### config.mk
export PLATFORM = sky130hd
export DESIGN_NAME = btf_ram
export DESIGN_NICKNAME = d
export VERILOG_FILES = /design/src/hdl/btf_ram.sv
export SDC_FILE = /design/constraint.sdc
export NUM_CORES = 1
export LEC_CHECK = 0
export ABC_AREA = 1
export BUFFER_PORTS_ARGS = -buffer_cell sky130_fd_sc_hd__buf_2
export CAP_MARGIN = 0
export CORE_ASPECT_RATIO = 1.5
export CORE_MARGIN = 2
export CORE_UTILIZATION = 45
export CTS_CLUSTER_DIAMETER = 60
export DETAILED_ROUTE_END_ITERATION = 8
export GPL_ROUTABILITY_DRIVEN = 1
export REMOVE_ABC_BUFFERS = 1
export SLEW_MARGIN = 20
export SYNTH_ARGS = -nofsm -noshare
export SYNTH_HDL_FRONTEND = slang
export SYNTH_SLANG_ARGS = --single-unit
### constraint.sdc
create_clock -name clk_i -period 1 [get_ports clk_i]
set_input_delay 0.1 -clock clk_i [delete_from_list [all_inputs] [get_ports clk_i]]
set_output_delay 0.1 -clock clk_i [all_outputs]
set_load 0.01 [all_outputs]
### src/hdl/btf_ram.sv
module btf_ram #(
  parameter int unsigned Width = 8,
  parameter int unsigned Depth = 16,
  localparam int unsigned Aw = (Depth > 1) ? $clog2(Depth) : 1
) (
  input  logic             clk_i,
  input  logic             we_i,
  input  logic [Aw-1:0]    waddr_i,
  input  logic [Width-1:0] wdata_i,
  input  logic [Aw-1:0]    raddr_i,
  output logic [Width-1:0] rdata_o
);

  logic [Width-1:0] mem [Depth];
  logic [Width-1:0] rdata_q;

  always_ff @(posedge clk_i) begin
    if (we_i) begin
      mem[waddr_i] <= wdata_i;
    end
    rdata_q <= mem[raddr_i];
  end

  assign rdata_o = rdata_q;

endmodule
==> impl_metrics.py, run 1 <==
metrics = {
    "outcome": {
        "status": "completed",
    },
    "flow_run": {
        "maxCapViolations": 0,
    },
    "placed_design": {
        "placed_area_sq_mm": 0.00624,
        "numPortBuffers": 25,
        "place_hpwl_microns": 8400,
        "pre_cts_ws_ps": -203,
        "place.gp.congestion": 0.841,
        "dpl.cell_count": 740,
    },
    "timing": {
        "slew_violations": 0,
        "setup_ws_ps": 33.1,
        "timing.fmax_ghz": 1.03,
        "clock-skew-final_ps": 9.07,
        "timing_hold_violations_final": 0,
        "final.min_clock_period_ps": 967,
        "setup_violations": 0,
        "hold_ws_ps": 77.9,
        "finalCritPeriodShare": 0.967,
        "worst_pin_slew_ps": 411,
        "slew_headroom": 0.725,
    },
    "clocking": {
        "h-tree-depth": 4,
        "clockBufferDepth": 2,
        "cts_buffers": 17,
        "clkSinkCount": 136,
        "cts_root_buffer": "clkbuf_16",
        "clkLatencyLatePin_ps": 410,
        "cts_tree": "done",
        "clkSlewWorstSetupHoldPaths_ps": 60,
        "cts_setup_buffers": 0,
    },
    "worst_setup_path": {
        "cp_slowest_stage_delay_ps": 350,
        "critPathSlowestCell": "dfxtp_2",
        "crit_chain": "buf_6",
        "path_max_fanout": 1,
        "worstPathBufferInverterCount": 1,
        "critical_path_class": "flop to output pin",
        "cp-start-kind": "flop",
        "crit_path_end_kind": "output pin",
        "critical_path.top_delay_family": "flip-flops",
        "crit_arrival_ps": 870,
        "rrSetupSlack_ps": 60,
        "cp.required_ps": 900,
    },
    "grt": {
        "grt_max_degree": 65,
        "antenna_found_initial": 0,
        "grt_pass1_vias": 4003,
        "grt_pass1_wl_microns": 20300,
        "gr-total-overflow": 0,
        "grt.total_usage": 0.205,
    },
    "synthesis": {
        "syn-cell-area_sq_mm": 0.00577,
        "synth_area_per_cell_sq_um": 10.5,
        "async_flop_share": 0,
        "synthFlopType": "edfxtp_1",
        "netlist.area_leader.share": 0.667,
        "synth_most_common_cell": "nand2_1",
        "synthTopCellsByCount": "173 x nand2_1, 128 x edfxtp_1, 100 x inv_1",
        "ys_warn_count": 0,
        "yosysTopAreaCell": "edfxtp_1",
        "synth_seq_cells": 136,
        "synth_area_leaders": "edfxtp_1 67%, nand2_1 11%, nand3_1 8.4%",
        "ys_types": 12,
        "syn_inst": 551,
        "synth-edff-count": 128,
        "yosysSeqAreaShare": 0.694,
    },
    "drt": {
        "drc": 0,
        "vias_per_cell": 5.08,
        "firstDrtPassIters": 5,
        "routedWlPerCell_microns": 16.9,
        "vias": 3919,
        "drt_iter0_drc": 320,
        "ant_nets": 0,
        "totalWireLength_microns": 13000,
    },
    "layout": {
        "fill_cells": 1066,
        "fin_area_sq_mm": 0.00704,
        "drive_above_1_share": 0.192,
        "final_nets": 621,
        "final_cells": 772,
        "diodes": 0,
        "fin_util": 0.563,
        "area_growth_pct": 22.1,
    },
    "power": {
        "switchingPower_w": 0.00286,
        "switching_share": 0.200,
        "p_leak_nw": 3.08,
        "power.density_mw_per_mm2": 2030,
        "p_clk_frac": 0.488,
        "comb_power_share": 0.062,
        "power_frac_seq": 0.450,
        "internal_power_w": 0.0114,
        "peakVddDrop_mv": 1.07,
    },
    "min_path": {
        "hp-class": "primary input to flop",
    },
    "floorplan": {
        "core_sq_mm": 0.0125,
        "die_h_microns": 143,
        "die_w_microns": 96.4,
        "dieArea_sq_mm": 0.0138,
        "initial_core_util": 0.461,
        "rows": 50,
        "io_pins": 26,
    },
}
-- final cells by class --
type / count / area (sq um) / area share
Multi-Input combinational cell: 289 / 1340 / 0.190
Clock inverter: 13 / 225 / 0.0320
Timing Repair Buffer: 57 / 447 / 0.0634
Inverter: 102 / 383 / 0.0544
Tap cell: 156 / 195 / 0.0277
Sequential cell: 136 / 4010 / 0.569
Clock buffer: 19 / 443 / 0.0629
-- path summary, 6_finish.rpt --
path,start,to,depth (start not counted)
max,rdata_o[3],rdata_o[3],1
max reg2reg,mem[5][4],rdata_o[4],6
min reg2reg,mem[12][1],rdata_o[1],6
min,wdata_i[7],mem[3][7],1
-- routing by layer --
metal / GRT usage / vias to the layer above / share of wire
li1: - / 1873 / -
met1: 0.236 / 1879 / 0.39
met2: 0.357 / 134 / 0.53
met3: 0.0391 / 33 / 0.049
met4: 0.106 / 0 / 0.029
met5: 0 / - / 0
-- stage by stage --
step	setup TNS, ps	power [W]
after floorplan	-4470	0.00688
after global placement	-8410	0.00735
after detailed placement	-10050	0.00736
after CTS	0	0.0143
after global routing	-29.5	0.0147
final	0	0.0143
-- layout by cell type, fill, tap and decap left out --
| master | netlist | final |
|---|---|---|
| nand3_2 | 0 | 25 |
| clkinv_2 | 0 | 2 |
| buf_4 | 4 | 26 |
| buf_12 | 0 | 6 |
| buf_6 | 6 | 1 |
| clkinv_1 | 0 | 1 |
| inv_2 | 2 | 2 |
| inv_1 | 100 | 100 |
| dfxtp_2 | 0 | 4 |
| clkbuf_8 | 0 | 1 |
| bufinv_16 | 0 | 6 |
| inv_6 | 0 | 1 |
| clkbuf_1 | 0 | 1 |
| clkinvlp_4 | 0 | 3 |
| edfxtp_1 | 128 | 128 |
| dfxtp_1 | 8 | 4 |
| nand3b_1 | 2 | 2 |
| clkbuf_16 | 0 | 17 |
| nor2_1 | 17 | 17 |
| nand2_1 | 173 | 173 |
| buf_2 | 13 | 24 |
| nand3_1 | 97 | 72 |
-- what timing repair did --
action / CTS / global route
endpoints found under the setup margin: 2 / 9
hold buffers: 0 / 0
pin swaps: 0 / 2
gates resized for setup: 2 / 28
endpoints found under the hold margin: 0 / 0
-- power by group through the flow --
stage	combinational (W)	clock [W]	sequential, W
3_3_place_gp	0.000819	0	0.00653
6_report	0.000879	0.00696	0.00642
5_1_grt	0.000975	0.00726	0.00643
2_1_floorplan	0.000344	0	0.00654
3_5_place_dp	0.000831	0	0.00653
4_1_cts	0.000837	0.00703	0.00642
-- cells by family (layout without fill, tap and decap cells) --
logic type / Yosys count / in the layout / synth area share
DFF: 136 / 136 / 0.694
and+or+nand+nor: 289 / 289 / 0.210
buffers and inverters: 126 / 191 / 0.0952
-- flip-flops by register name, indices dropped and copies added, names as in the netlist --
name     count
rdata_o      8
mem        128
(Power assumes the default switching activity.)
==> inputs of run 2 (changes only) <==
--- a/config.mk
+++ b/config.mk
@@ -11,6 +11,7 @@
 export CORE_ASPECT_RATIO = 1.5
 export CORE_MARGIN = 2
 export CORE_UTILIZATION = 45
+export CTS_BUF_LIST = sky130_fd_sc_hd__clkbuf_8
 export CTS_CLUSTER_DIAMETER = 60
 export DETAILED_ROUTE_END_ITERATION = 8
 export GPL_ROUTABILITY_DRIVEN = 1
==> run 2 against run 1 <==
Against the previous run:
- setup slack worse by 27 ps
- sequential share of layout area is 1.4 points higher
- critical path type unchanged
- first-iteration DRC count down 5.3%
==> impl_metrics.py, run 2 (synthesis gave the netlist of run 1 again) <==
metrics = {
    "outcome": {
        "status": "completed",
    },
    "layout": {
        "area_growth_pct": 19.3,
        "top_register": "mem",
        "final_cell_mix": "173 x nand2_1, 128 x edfxtp_1, 101 x inv_1, 74 x nand3_1, 26 x buf_4",
        "largest_register_ffs": 128,
        "diodes": 0,
        "drive_above_1_share": 0.193,
        "final_common_cell": "nand2_1",
        "final_nets": 621,
    },
    "floorplan": {
        "io_pins": 26,
        "dieArea_sq_mm": 0.0138,
        "die_w_microns": 96.4,
        "core_sq_mm": 0.0125,
        "initial_core_util": 0.461,
        "die_h_microns": 143,
        "rows": 50,
    },
    "worst_setup_path": {
        "reg2reg_to": "rdata_o[7]",
        "critPathSlowestCell": "dfxtp_2",
        "cp-start-kind": "flop",
        "crit_arrival_ps": 890,
        "cp_slowest_stage_delay_ps": 360,
        "critical_path.top_delay_family": "flip-flops",
        "crit_chain": "buf_6",
        "rrSetupSlack_ps": 60,
        "worstPathBufferInverterCount": 1,
        "critical_path_class": "flop to output pin",
        "path_max_fanout": 1,
        "r2r_start": "mem[3][7]",
        "startpoint": "rdata_o[3]",
        "cp.required_ps": 900,
        "crit_path_end_kind": "output pin",
        "ff2ff_path_depth": 6,
    },
    "flow_run": {
        "maxCapViolations": 0,
    },
    "grt": {
        "gr-total-overflow": 0,
        "grt.total_usage": 0.206,
        "grt_max_degree": 65,
        "antenna_found_initial": 0,
        "grt_pass1_wl_microns": 20200,
        "grt_pass1_vias": 3921,
    },
    "timing": {
        "setup_ws_ps": 5.87,
        "slew_violations": 0,
        "slew_headroom": 0.723,
        "clock-skew-final_ps": 10.5,
        "timing.fmax_ghz": 1.01,
        "timing_hold_violations_final": 0,
        "setup_violations": 0,
        "final.min_clock_period_ps": 994,
        "hold_ws_ps": 52.5,
        "rsz0062_at_grt": "yes",
        "worst_pin_slew_ps": 415,
        "finalCritPeriodShare": 0.994,
    },
    "min_path": {
        "hold_depth": 1,
        "hp-class": "primary input to flop",
        "min_from": "wdata_i[7]",
        "min_to": "mem[3][7]",
    },
    "clocking": {
        "clockBufferDepth": 2,
        "cts_root_buffer": "clkbuf_8",
        "cts_tree": "done",
        "clkSinkCount": 136,
        "clkSlewWorstSetupHoldPaths_ps": 80,
        "h-tree-depth": 4,
        "clkLatencyLatePin_ps": 440,
        "cts_buffers": 17,
    },
    "placed_design": {
        "pre_cts_ws_ps": -203,
        "place_hpwl_microns": 8400,
        "numPortBuffers": 25,
        "place.gp.congestion": 0.841,
    },
    "drt": {
        "drc": 0,
        "vias_per_cell": 5.05,
        "totalWireLength_microns": 12900,
        "routedWlPerCell_microns": 16.7,
        "firstDrtPassIters": 5,
        "ant_nets": 0,
        "m1WireLength_microns": 5080,
        "top_layer_used": "met4",
        "vias": 3901,
        "route.met3.wl_microns": 521,
        "drt_iter0_drc": 303,
        "wl_met2_microns": 6900,
    },
    "power": {
        "peakVddDrop_mv": 0.855,
        "p_leak_nw": 3.00,
        "power.density_mw_per_mm2": 1830,
    },
}
[run 2: changes by cell type in the layout (fill, tap and decap cells not counted)]
cell and delta:
nand3_2 -2, clkbuf_16 -17, nand3_1 +2, dfxtp_2 +3, clkbuf_8 +17, clkbuf_1 -1
dfxtp_1 -3, inv_1 +1, buf_6 +6, buf_2 -6
[run 2: worst max path at each step]
stage,endpoint,slack [ps],cells past startpoint
5_1_grt,rdata_o[3],-40,1
2_1_floorplan,rdata_o[2],-80,6
6_report,rdata_o[3],6,1
4_1_cts,rdata_o[3],-30,1
3_3_place_gp,mem[0][1],-190,5
3_5_place_dp,mem[0][2],-200,5
[run 2: power breakdown]
part           internal (W)  switching [W]
combinational      0.000325       0.000574
sequential          0.00637      0.0000471
clock               0.00327        0.00203
[run 2: through the flow]
step                      TNS, ps  total power, W   util  cells  cell area (sq um)
after floorplan             -4470         0.00688      -    527               5600
after global placement      -8410         0.00735  0.498    740               6240
after detailed placement   -10050         0.00736  0.498    740               6240
after CTS                   -65.8          0.0127  0.539    772               6750
after global routing         -254          0.0130  0.550    772               6880
final                           0          0.0126  0.550    772               6880
[run 2: cell type report]
type                       count  area (sq um)
clock inverter                14           229
tap                          156           195
sequential                   136          4010
multi-input combinational    289          1330
timing repair buffer          57           484
fill                        1095          5630
clock buffer                  18           248
inverter                     102           383
[run 2: what timing repair did]
action | CTS | global route
gates cloned | 0 | 0
endpoints found under the setup margin | 8 | 15
resized for setup | 9 | 28
buffers inserted | 0 | 0
hold buffers | 0 | 0
pin swaps | 0 | 5
[run 2: metal layers]
| layer | track usage | up-vias |
|---|---|---|
| met1 | 0.236 | 1886 |
| li1 | - | 1874 |
| met5 | 0 | - |
| met2 | 0.356 | 107 |
| met4 | 0.0890 | 0 |
| met3 | 0.0575 | 34 |
[run 2: worst register-to-register path: stages (launching register included)]
cell,delay (ps)
edfxtp_1,380
inv_1,60
nand2_1,40
nand3_1,110
nand3_2,80
nand3_2,80
nand2_1,80
==> inputs of run 3 (changes only) <==
==> constraint.sdc (replaced) <==
create_clock -name clk_i -period 1 [get_ports clk_i]
set_input_delay 0.1 -clock clk_i [delete_from_list [all_inputs] [get_ports clk_i]]
set_output_delay 0.1 -clock clk_i [all_outputs]
set_load 0.02 [all_outputs]
==> run 3 against run 2 <==
Against the previous run:
- the run now ends with negative setup slack left
- design area up 0.25%
- critical path depth stayed put
- via count is 0.23% higher
- non-clock buffer count unchanged
- register-to-register slack is essentially flat
- maximum frequency is 1.2% lower
- combinational power is 4.6% higher
- setup slack got worse by 12 ps
- clock skew is essentially flat
- clock power hardly changed
- global-route usage hardly changed
- critical endpoint unchanged
==> impl_metrics.py, run 3 (synthesis gave the netlist of run 1 again) <==
metrics = {
    "worst_setup_path": {
        "cp-start-kind": "flop",
        "cp.required_ps": 900,
        "critical_path.top_delay_family": "flip-flops",
        "critPathSlowestCell": "dfxtp_2",
        "crit_path_end_kind": "output pin",
        "path_max_fanout": 1,
        "critical_path_class": "flop to output pin",
        "worstPathBufferInverterCount": 1,
        "crit_arrival_ps": 910,
        "cp_slowest_stage_delay_ps": 350,
        "crit_chain": "buf_6",
    },
    "flow_run": {
        "maxCapViolations": 0,
    },
    "clocking": {
        "clkSinkCount": 136,
        "clkSlewWorstSetupHoldPaths_ps": 80,
        "cts_tree": "done",
        "clockBufferDepth": 2,
        "clkLatencyLatePin_ps": 440,
        "cts_root_buffer": "clkbuf_8",
        "cts_buffers": 17,
        "h-tree-depth": 4,
        "hold_buffers": 0,
    },
    "grt": {
        "antenna_found_initial": 0,
        "grt.total_usage": 0.207,
        "grt_pass1_wl_microns": 20300,
        "gr-total-overflow": 0,
        "grt_pass1_vias": 3931,
        "grt_max_degree": 65,
    },
    "power": {
        "peakVddDrop_mv": 0.855,
        "p_leak_nw": 3.01,
        "power.density_mw_per_mm2": 1830,
    },
    "layout": {
        "final_cell_mix": "173 x nand2_1, 128 x edfxtp_1, 101 x inv_1, 72 x nand3_1, 26 x buf_4",
        "fill_cells": 1093,
        "diodes": 0,
        "area_growth_pct": 19.6,
        "fin_area_sq_mm": 0.00690,
        "final_nets": 621,
        "final_common_cell": "nand2_1",
        "top_register": "mem",
        "drive_above_1_share": 0.198,
        "largest_register_ffs": 128,
        "fin_util": 0.551,
    },
    "floorplan": {
        "io_pins": 26,
        "rows": 50,
        "dieArea_sq_mm": 0.0138,
        "core_sq_mm": 0.0125,
        "die_h_microns": 143,
        "initial_core_util": 0.461,
        "die_w_microns": 96.4,
    },
    "timing": {
        "clock-skew-final_ps": 10.4,
        "timing.fmax_ghz": 0.994,
        "worst_pin_slew_ps": 389,
        "final.min_clock_period_ps": 1010,
        "slew_violations": 0,
        "setup_ws_ps": -5.96,
        "timing_hold_violations_final": 0,
        "setup_violations": 1,
        "slew_headroom": 0.740,
        "finalCritPeriodShare": 1.01,
        "hold_ws_ps": 51.2,
        "rsz0062_at_grt": "yes",
    },
    "drt": {
        "routedWlPerCell_microns": 16.7,
        "totalWireLength_microns": 12900,
        "firstDrtPassIters": 5,
        "drc": 0,
        "vias_per_cell": 5.06,
        "drt_iter0_drc": 284,
        "ant_nets": 0,
        "vias": 3910,
    },
    "placed_design": {
        "placed_area_sq_mm": 0.00624,
        "place_hpwl_microns": 8400,
        "place.gp.congestion": 0.841,
        "numPortBuffers": 25,
    },
    "outcome": {
        "violations": "negative setup slack",
        "status": "finished, violations left",
    },
    "min_path": {
        "hp-class": "primary input to flop",
    },
}
-- run 3: cell counts in the layout (fill, tap and decap cells not counted) --
Identical to the previous run, type by type.
-- run 3: stage by stage --
step                      TNS [ps]  setup WS, ps  instances  total power [W]
after floorplan              -4470         -80.5        527          0.00691
after global placement       -8410          -191        740          0.00738
after detailed placement    -10050          -203        740          0.00739
after CTS                     -126         -41.4        772           0.0127
after global routing          -345         -52.6        772           0.0131
final                        -5.96         -5.96        772           0.0126
-- run 3: cell type report --
class,count,area [sq um],share of cell area
clock buffer,18,248,0.0359
timing repair buffer,57,490,0.0711
tap,156,195,0.0283
inverter,102,383,0.0555
clock inverter,14,229,0.0332
sequential,136,4010,0.582
multi-input combinational,289,1340,0.194
-- run 3: power breakdown --
group	leakage [nW]	switching (W)	internal (W)
clock	0.234	0.00202	0.00327
sequential	1.22	0.0000484	0.00637
combinational	1.55	0.000606	0.000333
total	3.01	0.00267	0.00997
-- run 3: final timing paths --
path / from / end / slack, ps / depth (start not counted)
hold / removal: wdata_i[7] / mem[3][7] / 50 / 1
setup reg to reg: mem[10][1] / rdata_o[1] / 60 / 6
hold reg to reg: mem[10][3] / rdata_o[3] / 670 / 6
setup / recovery: rdata_o[3] / rdata_o[3] / -6 / 1
-- run 3: repair_timing --
item,CTS,global route
resized for setup,25,24
setup buffers,0,0
pin swaps,0,9
setup endpoints to repair,9,15
-- run 3: per-layer routing --
metal  wire length [microns]  vias to the layer above  GRT usage
li1                        -                     1874          -
met5                       0                        -          0
met2                    6970                      116      0.357
met4                     354                        0     0.0890
met3                     535                       30     0.0575
met1                    5060                     1890      0.235
